### src/owbm_pkg.sv
// ----------------------------------------------------------------------------
// owbm_pkg
// Shared types, codes and timing helpers of the 1-Wire bus master.
// ----------------------------------------------------------------------------
package owbm_pkg;

    localparam int US_W   = 10;
    localparam int BIT_W  = 3;
    localparam int BYTE_W = 8;

    localparam logic [US_W-1:0] RESET_LOW_DEF  = 10'd480;
    localparam logic [US_W-1:0] PRES_WAIT_DEF  = 10'd60;
    localparam logic [US_W-1:0] PRES_TAIL_DEF  = 10'd240;
    localparam logic [US_W-1:0] READ_SAMP_DEF  = 10'd14;
    localparam logic [US_W-1:0] READ_TAIL_DEF  = 10'd46;
    localparam logic [US_W-1:0] W1_LOW_DEF     = 10'd2;
    localparam logic [US_W-1:0] W_SLOT_DEF     = 10'd60;
    localparam logic [US_W-1:0] RECOVERY_DEF   = 10'd2;

    localparam logic [BIT_W-1:0] LAST_BIT = 3'd7;

    typedef enum logic [3:0] {
        PH_IDLE,
        PH_RLOW,
        PH_RWAIT,
        PH_RSAMP,
        PH_RTAIL,
        PH_W1LOW,
        PH_W1HIGH,
        PH_W0LOW,
        PH_RECOV,
        PH_RDLOW,
        PH_RDWAIT,
        PH_RDSAMP,
        PH_RDTAIL
    } t_phase;

    typedef enum logic [1:0] {
        CMD_NONE,
        CMD_RESET,
        CMD_WRITE,
        CMD_READ
    } t_cmd;

    typedef enum logic [1:0] {
        DRV_RELEASE,
        DRV_LOW,
        DRV_HIGH
    } t_drive;

    typedef enum logic [2:0] {
        REG_RESET_LOW,
        REG_PRES_WAIT,
        REG_PRES_TAIL,
        REG_READ_SAMP,
        REG_READ_TAIL,
        REG_W1_LOW,
        REG_W_SLOT,
        REG_RECOVERY
    } t_reg_idx;

    typedef struct packed {
        logic [US_W-1:0] reset_low;
        logic [US_W-1:0] pres_wait;
        logic [US_W-1:0] pres_tail;
        logic [US_W-1:0] read_samp;
        logic [US_W-1:0] read_tail;
        logic [US_W-1:0] w1_low;
        logic [US_W-1:0] w_slot;
        logic [US_W-1:0] recovery;
    } t_cfg;

    typedef struct packed {
        t_phase              phase;
        logic [BIT_W-1:0]    bit_idx;
        logic [BYTE_W-1:0]   shift;
        logic [BYTE_W-1:0]   rd_val;
    } t_seq;

    typedef struct packed {
        t_drive              drive;
        logic                busy;
        logic                done;
        logic                presence;
        logic [BYTE_W-1:0]   read_value;
        logic                rejected;
    } t_res;

    function automatic logic [US_W-1:0] phase_ticks(t_phase p, t_cfg c);
        logic [US_W-1:0] lo;
        logic [US_W-1:0] slot;
        logic [US_W-1:0] r;
        lo   = (c.w1_low == '0) ? 10'd1 : c.w1_low;
        slot = (c.w_slot < 10'd2) ? 10'd2 : c.w_slot;
        case (p)
            PH_RLOW:   r = (c.reset_low == '0) ? 10'd1 : c.reset_low;
            PH_RWAIT:  r = (c.pres_wait == '0) ? 10'd1 : c.pres_wait;
            PH_RSAMP:  r = 10'd1;
            PH_RTAIL:  r = c.pres_tail;
            PH_W1LOW:  r = lo;
            PH_W1HIGH: r = (slot > lo) ? slot - lo : '0;
            PH_W0LOW:  r = slot;
            PH_RECOV:  r = c.recovery;
            PH_RDLOW:  r = 10'd1;
            PH_RDWAIT: r = (c.read_samp == '0) ? 10'd1 : c.read_samp;
            PH_RDSAMP: r = 10'd1;
            PH_RDTAIL: r = c.read_tail;
            default:   r = '0;
        endcase
        return r;
    endfunction

    function automatic t_drive phase_drive(t_phase p);
        t_drive d;
        case (p)
            PH_RLOW, PH_W1LOW, PH_W0LOW, PH_RDLOW: d = DRV_LOW;
            PH_W1HIGH:                             d = DRV_HIGH;
            default:                               d = DRV_RELEASE;
        endcase
        return d;
    endfunction

    // next phase, with the end-of-bit bookkeeping
    function automatic t_seq successor(t_seq s);
        t_seq n;
        n = s;
        case (s.phase)
            PH_RLOW:   n.phase = PH_RWAIT;
            PH_RWAIT:  n.phase = PH_RSAMP;
            PH_RSAMP:  n.phase = PH_RTAIL;
            PH_W1LOW:  n.phase = PH_W1HIGH;
            PH_W1HIGH: n.phase = PH_RECOV;
            PH_W0LOW:  n.phase = PH_RECOV;
            PH_RECOV: begin
                if (s.bit_idx == LAST_BIT) begin
                    n.phase = PH_IDLE;
                end else begin
                    n.bit_idx = s.bit_idx + 3'd1;
                    n.shift   = {1'b0, s.shift[BYTE_W-1:1]};
                    n.phase   = s.shift[1] ? PH_W1LOW : PH_W0LOW;
                end
            end
            PH_RDLOW:  n.phase = PH_RDWAIT;
            PH_RDWAIT: n.phase = PH_RDSAMP;
            PH_RDSAMP: n.phase = PH_RDTAIL;
            PH_RDTAIL: begin
                if (s.bit_idx == LAST_BIT) begin
                    n.rd_val = s.shift;
                    n.phase  = PH_IDLE;
                end else begin
                    n.bit_idx = s.bit_idx + 3'd1;
                    n.phase   = PH_RDLOW;
                end
            end
            default:   n.phase = PH_IDLE;
        endcase
        return n;
    endfunction

endpackage

### src/one_wire_bus_master_unit.sv
// ----------------------------------------------------------------------------
// one_wire_bus_master_unit
// Timed 1-Wire bus master, one request per microsecond tick.
// ----------------------------------------------------------------------------
// Each request on the slave stream is one microsecond of bus time: an optional
// command (reset with presence detect, write byte, read byte), the byte to
// write and the bus level sampled on that tick. Every request yields exactly
// one result on the master stream with the line drive for that tick, busy,
// done, presence, the last read byte and a rejected flag for a command that
// arrived while an operation was running.
// A result is registered and appears on the cycle after its request is
// accepted. Throughput is one request per cycle while the receiver takes results; the sequencer finishes a
// tick's phase, timer and shifter update in the cycle the request is taken,
// and the result sits in an output register meanwhile.
// When the receiver stalls, the output register holds its result and the
// slave side takes a new request only in a cycle where that register empties.
// Reset clears the sequencer to idle, flags and read byte to zero, and loads
// the timing registers with their default values (480, 60, 240, 14, 46, 2,
// 60, 2 us). Timing registers are written through i_cfg_we; the user writes them only while idle, unenforced.
// ----------------------------------------------------------------------------
module one_wire_bus_master_unit import owbm_pkg::*; (
    input  logic               i_clk,
    input  logic               i_rst_n,
    input  logic               i_s_tvalid,
    output logic               o_s_tready,
    input  logic [15:0]        i_s_tdata,   // command[1:0], data_byte[9:2], line_sample[10]
    output logic               o_m_tvalid,
    input  logic               i_m_tready,
    output logic [15:0]        o_m_tdata,   // line_drive[1:0], busy_res[2], done_res[3],
                                            // presence_found[4], read_value[12:5],
                                            // rejected[13]
    input  logic               i_cfg_we,
    input  logic [2:0]         i_cfg_idx,
    input  logic [US_W-1:0]    i_cfg_data
);

    t_cfg   r_cfg;
    logic   r_out_valid;
    t_res   r_out;
    t_res   core_res;
    logic   step;

    assign o_s_tready = ~r_out_valid | i_m_tready;
    assign step       = i_s_tvalid & o_s_tready;

    always_ff @(posedge i_clk) begin
        if (!i_rst_n) begin
            r_cfg.reset_low <= RESET_LOW_DEF;
            r_cfg.pres_wait <= PRES_WAIT_DEF;
            r_cfg.pres_tail <= PRES_TAIL_DEF;
            r_cfg.read_samp <= READ_SAMP_DEF;
            r_cfg.read_tail <= READ_TAIL_DEF;
            r_cfg.w1_low    <= W1_LOW_DEF;
            r_cfg.w_slot    <= W_SLOT_DEF;
            r_cfg.recovery  <= RECOVERY_DEF;
        end else if (i_cfg_we) begin
            case (t_reg_idx'(i_cfg_idx))
                REG_RESET_LOW: r_cfg.reset_low <= i_cfg_data;
                REG_PRES_WAIT: r_cfg.pres_wait <= i_cfg_data;
                REG_PRES_TAIL: r_cfg.pres_tail <= i_cfg_data;
                REG_READ_SAMP: r_cfg.read_samp <= i_cfg_data;
                REG_READ_TAIL: r_cfg.read_tail <= i_cfg_data;
                REG_W1_LOW:    r_cfg.w1_low    <= i_cfg_data;
                REG_W_SLOT:    r_cfg.w_slot    <= i_cfg_data;
                REG_RECOVERY:  r_cfg.recovery  <= i_cfg_data;
                default:       r_cfg           <= r_cfg;
            endcase
        end
    end

    owbm_core u_core (
        .i_clk   (i_clk),
        .i_rst_n (i_rst_n),
        .i_step  (step),
        .i_cmd   (t_cmd'(i_s_tdata[1:0])),
        .i_data  (i_s_tdata[9:2]),
        .i_line  (i_s_tdata[10]),
        .i_cfg   (r_cfg),
        .o_res   (core_res)
    );

    always_ff @(posedge i_clk) begin
        if (!i_rst_n) begin
            r_out_valid <= 1'b0;
        end else if (step) begin
            r_out_valid <= 1'b1;
        end else if (i_m_tready) begin
            r_out_valid <= 1'b0;
        end
    end

    always_ff @(posedge i_clk) begin
        if (step) begin
            r_out <= core_res;
        end
    end

    assign o_m_tvalid = r_out_valid;
    assign o_m_tdata  = {2'b00, r_out.rejected, r_out.read_value, r_out.presence,
                         r_out.done, r_out.busy, r_out.drive};

    a_done_is_busy: assert property (@(posedge i_clk) disable iff (!i_rst_n)
        r_out_valid && r_out.done |-> r_out.busy)
        else $error("done reported outside an operation");

    a_reject_is_busy: assert property (@(posedge i_clk) disable iff (!i_rst_n)
        r_out_valid && r_out.rejected |-> r_out.busy)
        else $error("reject reported while idle");

    a_idle_releases: assert property (@(posedge i_clk) disable iff (!i_rst_n)
        r_out_valid && !r_out.busy |-> r_out.drive == DRV_RELEASE)
        else $error("line driven while idle");

endmodule

### src/owbm_core.sv
// ----------------------------------------------------------------------------
// owbm_core
// Bus timing sequencer: advances phase, timer and bit shifter once per tick.
// ----------------------------------------------------------------------------
module owbm_core import owbm_pkg::*; (
    input  logic               i_clk,
    input  logic               i_rst_n,
    input  logic               i_step,
    input  t_cmd               i_cmd,
    input  logic [BYTE_W-1:0]  i_data,
    input  logic               i_line,
    input  t_cfg               i_cfg,
    output t_res               o_res
);

    t_phase             r_phase;
    logic [US_W-1:0]    r_time_left;
    logic [BIT_W-1:0]   r_bit_idx;
    logic [BYTE_W-1:0]  r_shift;
    logic               r_presence;
    logic [BYTE_W-1:0]  r_read;

    t_seq               s0, s1, s2, s3;
    logic [US_W-1:0]    t0, tdec;
    logic               busy, rej, done, pres;
    t_seq               n_seq;
    logic [US_W-1:0]    n_time_left;

    always_comb begin
        s0.phase   = r_phase;
        s0.bit_idx = r_bit_idx;
        s0.shift   = r_shift;
        s0.rd_val  = r_read;
        t0         = r_time_left;
        rej        = 1'b0;
        pres       = r_presence;
        if (r_phase != PH_IDLE) begin
            rej = (i_cmd != CMD_NONE);
        end else if (i_cmd != CMD_NONE) begin
            s0.bit_idx = '0;
            case (i_cmd)
                CMD_RESET: begin
                    s0.shift = '0;
                    s0.phase = PH_RLOW;
                end
                CMD_WRITE: begin
                    s0.shift = i_data;
                    s0.phase = i_data[0] ? PH_W1LOW : PH_W0LOW;
                end
                default: begin
                    s0.shift = '0;
                    s0.phase = PH_RDLOW;
                end
            endcase
            t0 = phase_ticks(s0.phase, i_cfg);
        end

        busy = (s0.phase != PH_IDLE);
        if (s0.phase == PH_RSAMP) begin
            pres = ~i_line;
        end
        if (s0.phase == PH_RDSAMP) begin
            s0.shift = {i_line, s0.shift[BYTE_W-1:1]};
        end
        tdec = (t0 != '0) ? t0 - 10'd1 : '0;

        // zero-length phases are skipped; at most three hops reach a timed one
        s1 = successor(s0);
        s2 = (s1.phase != PH_IDLE && phase_ticks(s1.phase, i_cfg) == '0) ?
             successor(s1) : s1;
        s3 = (s2.phase != PH_IDLE && phase_ticks(s2.phase, i_cfg) == '0) ?
             successor(s2) : s2;

        done = 1'b0;
        if (busy && tdec == '0) begin
            n_seq       = s3;
            n_time_left = phase_ticks(s3.phase, i_cfg);
            done        = (s3.phase == PH_IDLE);
        end else begin
            n_seq       = s0;
            n_time_left = tdec;
        end

        o_res.drive      = busy ? phase_drive(s0.phase) : DRV_RELEASE;
        o_res.busy       = busy;
        o_res.done       = done;
        o_res.presence   = pres;
        o_res.read_value = n_seq.rd_val;
        o_res.rejected   = rej;
    end

    always_ff @(posedge i_clk) begin
        if (!i_rst_n) begin
            r_phase     <= PH_IDLE;
            r_time_left <= '0;
            r_bit_idx   <= '0;
            r_shift     <= '0;
            r_presence  <= 1'b0;
            r_read      <= '0;
        end else if (i_step) begin
            r_phase     <= n_seq.phase;
            r_time_left <= n_time_left;
            r_bit_idx   <= n_seq.bit_idx;
            r_shift     <= n_seq.shift;
            r_presence  <= pres;
            r_read      <= n_seq.rd_val;
        end
    end

    a_timer_tracks_phase: assert property (@(posedge i_clk) disable iff (!i_rst_n)
        (r_phase == PH_IDLE) == (r_time_left == '0))
        else $error("timer and phase disagree");

    a_presence_at_sample: assert property (@(posedge i_clk) disable iff (!i_rst_n)
        !$stable(r_presence) |-> $past(r_phase) == PH_RSAMP)
        else $error("presence changed outside its sample tick");

    a_read_at_slot_end: assert property (@(posedge i_clk) disable iff (!i_rst_n)
        !$stable(r_read) |->
            ($past(r_phase) == PH_RDTAIL || $past(r_phase) == PH_RDSAMP))
        else $error("read byte changed outside the last read slot");

endmodule

### config.mk
export PLATFORM = sky130hd
export DESIGN_NAME = one_wire_bus_master_unit
export DESIGN_NICKNAME = d
export VERILOG_FILES = /design/src/owbm_pkg.sv /design/src/one_wire_bus_master_unit.sv /design/src/owbm_core.sv
export SDC_FILE = /design/constraint.sdc
export NUM_CORES = 1
export LEC_CHECK = 0
export BUFFER_PORTS_ARGS = -buffer_cell sky130_fd_sc_hd__buf_4
export CAP_MARGIN = 20
export CELL_PAD_IN_SITES_DETAIL_PLACEMENT = 0
export CELL_PAD_IN_SITES_GLOBAL_PLACEMENT = 1
export CORE_MARGIN = 4
export CORE_UTILIZATION = 40
export CTS_BUF_LIST = sky130_fd_sc_hd__clkbuf_8 sky130_fd_sc_hd__clkbuf_16
export DETAILED_ROUTE_END_ITERATION = 7
export GPL_TIMING_DRIVEN = 1
export PLACE_DENSITY = 0.7
export SLEW_MARGIN = 20
export SYNTH_ARGS = -nofsm -noshare
export SYNTH_HDL_FRONTEND = slang
export SYNTH_SLANG_ARGS = --single-unit
### constraint.sdc
create_clock -name i_clk -period 16.25 [get_ports i_clk]
set_clock_uncertainty 0.2 [all_clocks]
set_input_delay 0 -clock i_clk [delete_from_list [all_inputs] [get_ports i_clk]]
set_output_delay 0 -clock i_clk [all_outputs]
set_load 0.005 [all_outputs]
After elaboration in Yosys (flattened, before gate mapping)
Cells that the tools add are included.
Word-level totals
  register bits after elaboration: 129
  output and inout bits: 18
  bits of input ports: 34
Operators by class
  bitwise logic cells: 4
  muxes and demuxes: 59
  reductions and logical operators: 35
  add/sub/neg operators: 5
  equal/unequal tests: 71
  $lt $le $gt $ge: 2
Operators by type and width (count)
  $pmux W10 S10: 4
  $pmux W4 S10: 3
  $eq A4 B4 Y1 const B: 25
  $mux W10: 10
  $mux W8: 11
  $eq A4 B3 Y1 const B: 19
  $logic_not A10 Y1: 7
  $mux W23: 3
  $eq A4 B2 Y1 const B: 10
  $mux W11: 3
  $mux W4: 8
  $mux W15: 2
  $eq A3 B3 Y1 const B: 7
  $eq A4 B1 Y1 const B: 5
  $pmux W3 S2: 3
  $reduce_and A2 Y1: 8
  $reduce_bool A4 Y1: 4
  $reduce_or A3 Y1: 4
  $gt A10 B10 Y1: 1
  $lt A10 B2 Y1 const B: 1
  $reduce_bool A10 Y1: 1
  $sub A10 B1 Y10 const B: 1
  $sub A10 B10 Y10: 1
  $add A3 B1 Y3 const B: 3
  other kinds (18): 32

Logic depth before layout (Yosys ltp)
  depth after elaboration: 27
  depth in mapped cells: 31

Cells and area by module
A second synthesis with hierarchy kept.
Unflattened totals
  cell total of the unflattened synthesis: 1088
  area total of the unflattened synthesis: 8999.9 sq um
By module, submodules not included
  owbm_core: area an instance 5490.3 sq um, cells an instance 780, times used 1
  one_wire_bus_master_unit: area an instance 3509.6 sq um, cells an instance 308, times used 1

Worst setup path after synthesis
No wires, ideal clock.
  kind: register to register
  from: reg u_core.r_phase[0]
  to: reg u_core.r_time_left[2]
  path slack: 9.720 ns
  cell stages (with the launch flop): 30
  data required time: 15.971 ns
  buffers on the path: 6
  arrival time: 6.250 ns
  cells stage by stage: dfxtp_1 nor3_1 nand2_1 clkbuf_1 clkbuf_1 and2_1 ha_1 and2_1 or4_4 nor3_2 clkbuf_1 nor2_1 mux2_2 ha_1 nand2_1 a21oi_1 a2111oi_2 nand4b_1 nand2_1 a21oi_1 and2_1 buf_6 a211oi_2 nand4_2 o21a_1 buf_6 a41o_4 and2_1 buf_6 a211oi_2
Between the ends
  cells in the longest elaborated chain, start to end: 23
  elaborated cells on any way between the ends: 101
  classes of those cells: add/sub: 3; eq/ne: 50; mux: 31; reduce/logical: 17
RTL lines
  start, declared: RTL line owbm_core.sv:16  | t_phase r_phase;
  start signal, assigned: RTL line owbm_core.sv:101  | r_phase <= n_seq.phase;
  $reduce_bool A4 Y1 or $mux W15 (tied branches): RTL line owbm_core.sv:37, owbm_core.sv:39
  $mux W15: RTL line owbm_core.sv:37  | if (r_phase != PH_IDLE) begin
  $eq A4 B4 Y1: RTL line owbm_pkg.sv:127, owbm_core.sv:62
  $mux W8: RTL line owbm_core.sv:62  | if (s0.phase == PH_RDSAMP) begin
  $mux W2: RTL line owbm_pkg.sv:140  | n.phase = s.shift[1] ? PH_W1LOW : PH_W0LOW;
  $mux W4: RTL line owbm_pkg.sv:135  | if (s.bit_idx == LAST_BIT) begin
  $pmux W4 S10: RTL line owbm_pkg.sv:127  | case (s.phase)
  $eq A4 B2 Y1 or $eq A4 B4 Y1 (tied branches): RTL line owbm_pkg.sv:95, owbm_pkg.sv:127
  [... 7 more ...]
  $pmux W10 S10: RTL line owbm_pkg.sv:95  | case (p)
  $logic_not A10 Y1: RTL line owbm_core.sv:71  | s3 = (s2.phase != PH_IDLE && phase_ticks(s2.phase, i_cfg) == '0) ?
  $logic_and A1 B1 Y1: RTL line owbm_core.sv:71
  $mux W23: RTL line owbm_core.sv:71
  $eq A4 B2 Y1 or $eq A4 B4 Y1 (tied branches): RTL line owbm_pkg.sv:95
  $reduce_or A3 Y1 (no line)
  $pmux W10 S10: RTL line owbm_pkg.sv:95
  $mux W10 (*): RTL line owbm_core.sv:75  | if (busy && tdec == '0) begin
  end signal, assigned: RTL line owbm_core.sv:102  | r_time_left <= n_time_left;
  end, declared: RTL line owbm_core.sv:17  | logic [US_W-1:0] r_time_left;
Every way passes the cells marked *; elsewhere a longest branch is shown, timed or not.
A chain may end at the register's enable or synchronous reset.

Final worst setup path
  from: reg u_core.r_phase[0]
  to: reg u_core.r_time_left[7]
Same word-level chain as after synthesis.

==> metrics <==
status=completed; Worst VDD drop=0.0580 mV; CTS buffer count=17; post-synthesis simple-gate area fraction=27.4%; H-tree depth=4; unrepaired setup endpoints after global routing=no; post-layout minimum cycle time=7.95 ns; Vias/cell=roughly 6.0; Die W=155 um; r2r setup slk=8.30 ns; Overflow after GRT=0; main flop type after synthesis=dfxtp_1; Routed Antenna Nets=0; Die Area=24100 um2; synthesis-to-layout area growth=14.4%; hold_ws=0.0100 ns; largest family of logic cells by synthesized area=simple AND/OR/NAND/NOR gates; Final Cycle Share=48.9%; input/output buffers=44; Crit path largest cell delay=slightly below 0.9 ns; CP endpoint kind=register; drt first pass iters=6; R2R Path Start=u_core.r_phase[0]; Worst Setup EP=u_core.r_time_left[7]; CTS tree=done; CORE AREA=21200 um2; initial antenna violation count=0; final WL=31400 um; first-pass GRT wire length=48400 um; Placed Cells=1402; Post-synth EDFFs=14; Crit path max-delay family=compound AO/OA/AOI/OAI gates; GPL Wtd Cong=around 0.99; Post-CTS Repair Setup Buffers=0; Synth area leader=dfxtp_1; worst skew pair latency=0.44 ns; mapped cell area=between 8000 and 9000 um2; Mapped Cells=about 1200; GRT Overall Usage=26.0%; # rows=53; worst-path maximum fanout=25; FILL cells=2197; num ports=52; layout cell share with drive strength beyond 1=11.5%; largest cells by area after synthesis=dfxtp_1 27%, nand2_1 11%, a21oi_1 6.6%, edfxtp_1 4.9%, o21ai_0 3.6%; Yosys cell types=91; async set-reset flop share out of synthesis=0%; final std cells w/o fill=1459; R2R cell count=20; Critical Path Start Type=register; DP Wirelength=around 23000 um; Mapped Avg Cell Area=7.52 um2; maxcap violations=0; final net count=between 1000 and 1500; crit path DAT=8.04 ns; Leakage=~3.8 nW; ant diodes=0; Synth top cells by count=254 x nand2_1, 115 x dfxtp_1, 114 x a21oi_1, 62 x nor2_1, 62 x o21ai_0; mux cell area share after synthesis=under 10%; xor/xnor share of the synthesized area=1.82%; clk root buf=clkbuf_16; Max-slew headroom=28.8%; Worst Tran Pin Value=1.06 ns; final setup margin=8.30 ns; vias in the first global route=roughly 8000; Initial Util=40.9%; CTS sink count=129; cells along the critical path=nor3_1 -> nand2_1 -> buf_4 -> and2_1 -> ha_1 -> and2_1 -> o31a_1 -> o32a_1 -> nand3_1 -> o311ai_0 -> nand4b_1 -> nand2_1 -> a21oi_1 -> and2_1 -> a211oi_2 -> nand4_2 -> o21a_1 -> mux2_1 -> a221oi_1 -> a211oi_2; Via Count=8712; post-synth top area share=26.6%; Yosys reg bits=129; Synth Area in Compound Gates=between 20% and 30%; CTS clk-pin slew, worst paths=~0.06 ns; Max Freq=between 100 and 150 MHz; CP most frequent cell=and2_1; Critical path origin=u_core.r_phase[0]; Worst Hold Class=in -> reg; hold_sp=i_s_tdata[0]; Crit path buffers/inverters=1; TNS Setup=0 ns; Crit Path Category=reg -> reg; largest net degree at the start of global routing=between 70 and 80; final setup fails=0; Die H=155 um; wire per inst=between 20 and 25 um; Residual DRC=0; initial DRC count=between 600 and 700; Worst path depth=20; clk buf depth=2; Setup Slack @ Placement=8.51 ns; top-count cell post-synth=nand2_1; Slew Viols, Final=0; Pwr Density=108 nW/um2; critical path required time=around 16 ns; Synth Warn #=0; FF-to-FF End=u_core.r_time_left[7]; final hold violations=0; CP max stage cell=o311ai_0; post-synthesis sequential area ratio=a little under a third; Synth Area in Adders=under 10%
## flip-flops by register name (all words and copies together), names as in the netlist
name,cells
o_m_tdata,14
o_m_tvalid,1
r_cfg,80
u_core.r_bit_idx,3
u_core.r_phase,4
u_core.r_presence,1
u_core.r_read,8
u_core.r_shift,8
u_core.r_time_left,10
## logic make-up (layout without fill, tap and decap cells)
| family | count (synthesis) | in the layout |
|---|---|---|
| AOI/OAI and AO/OA | 318 | 318 |
| xor gates and xnor gates | 18 | 18 |
| adders and majority gates | 19 | 19 |
| buffers and inverters | 113 | 145 |
| DFF | 129 | 129 |
| muxes | 46 | 46 |
| other | 1 | 2 |
| and+or+nand+nor | 507 | 507 |
## layout by cell type (no fill, tap or decap), types with 7 or more instances in the layout
| master | count |
|---|---|
| nand2_1 | 254 |
| nand2b_1 | 10 |
| nor2b_1 | 11 |
| nor2_1 | 62 |
| dfxtp_1 | 115 |
| o211ai_1 | 7 |
| a211oi_1 | 12 |
| nor4_1 | 17 |
| o21ai_0 | 62 |
| a21oi_1 | 114 |
| buf_4 | 55 |
| dlygate4sd3_1 | 25 |
| a221o_1 | 12 |
| mux2_2 | 15 |
| ha_1 | 18 |
| a21o_1 | 8 |
| and2_1 | 14 |
| clkbuf_16 | 18 |
| nor3_1 | 24 |
| a211oi_2 | 7 |
| a22oi_1 | 10 |
| o22a_1 | 7 |
| and3_1 | 14 |
| nand4_1 | 11 |
| edfxtp_1 | 14 |
| a221oi_1 | 8 |
| nand3_1 | 48 |
| inv_1 | 32 |
| xnor2_1 | 12 |
| mux2i_1 | 25 |
| or3_1 | 11 |
## worst min path at each step
stage | endpoint | slack (ns) | cells past startpoint
4_1_cts | o_m_tdata[13] | 0.001 | 4
6_report | o_m_tdata[13] | 0.01 | 4
3_3_place_gp | o_m_tvalid | 0.05 | 3
5_1_grt | o_m_tdata[13] | 0.06 | 4
3_5_place_dp | o_m_tvalid | 0.07 | 3
2_1_floorplan | o_s_tready | -0.07 | 1
## routing by layer
metal / GRT usage, % / routed length [um] / vias to the layer above
li1: - / - / 4215
met1: 36.5 / 14700 / 4144
met2: 40.1 / 14000 / 286
met3: 3.95 / 1690 / 67
met4: 10.2 / 1070 / 0
met5: 0 / 0 / -
## timing repair
action | CTS | global route
setup endpoints to repair | 0 | 0
hold buffers | 25 | 0
endpoints found under the hold margin | 111 | 0
gates resized for setup | 0 | 0
## metrics by stage
stage	total power (W)	util [%]	area (um2)
after detailed placement	0.000674	42.8	9060
after floorplan	0.000590	-	8660
after global placement	0.000674	42.8	9060
final	0.00107	46.8	9910
after CTS	0.00107	46.8	9910
after global routing	0.00112	46.8	9910
## area by class of cell
type / instances / area, um2 / share of cell area, %
clock buffer: 18 / 450 / 4.55
clock inverter: 14 / 143 / 1.44
inverter: 33 / 124 / 1.25
multi-input combinational: 910 / 5460 / 55.1
sequential: 129 / 2720 / 27.5
tap: 275 / 344 / 3.47
timing repair buffer: 80 / 663 / 6.69
## where the power goes
group | switching [W] | internal (W) | total, W
clock | 0.000167 | 0.000225 | 0.000392
combinational | 0.000212 | 0.000117 | 0.000329
sequential | 0.0000141 | 0.000336 | 0.000351
total | 0.000393 | 0.000679 | 0.00107
## worst reg2reg max path: stages (launching register included)
cell and delay, ns:
dfxtp_1 0.82, nor3_1 0.20, nand2_1 0.12, buf_4 0.33
and2_1 0.23, ha_1 0.16, and2_1 0.18, o31a_1 0.31
o32a_1 0.48, nand3_1 0.53, o311ai_0 0.87, nand4b_1 0.39
nand2_1 0.31, a21oi_1 0.49, and2_1 0.40, a211oi_2 0.16
nand4_2 0.18, o21a_1 0.53, mux2_1 0.39, a221oi_1 0.45
a211oi_2 0.08
(Power assumes the default switching activity.)
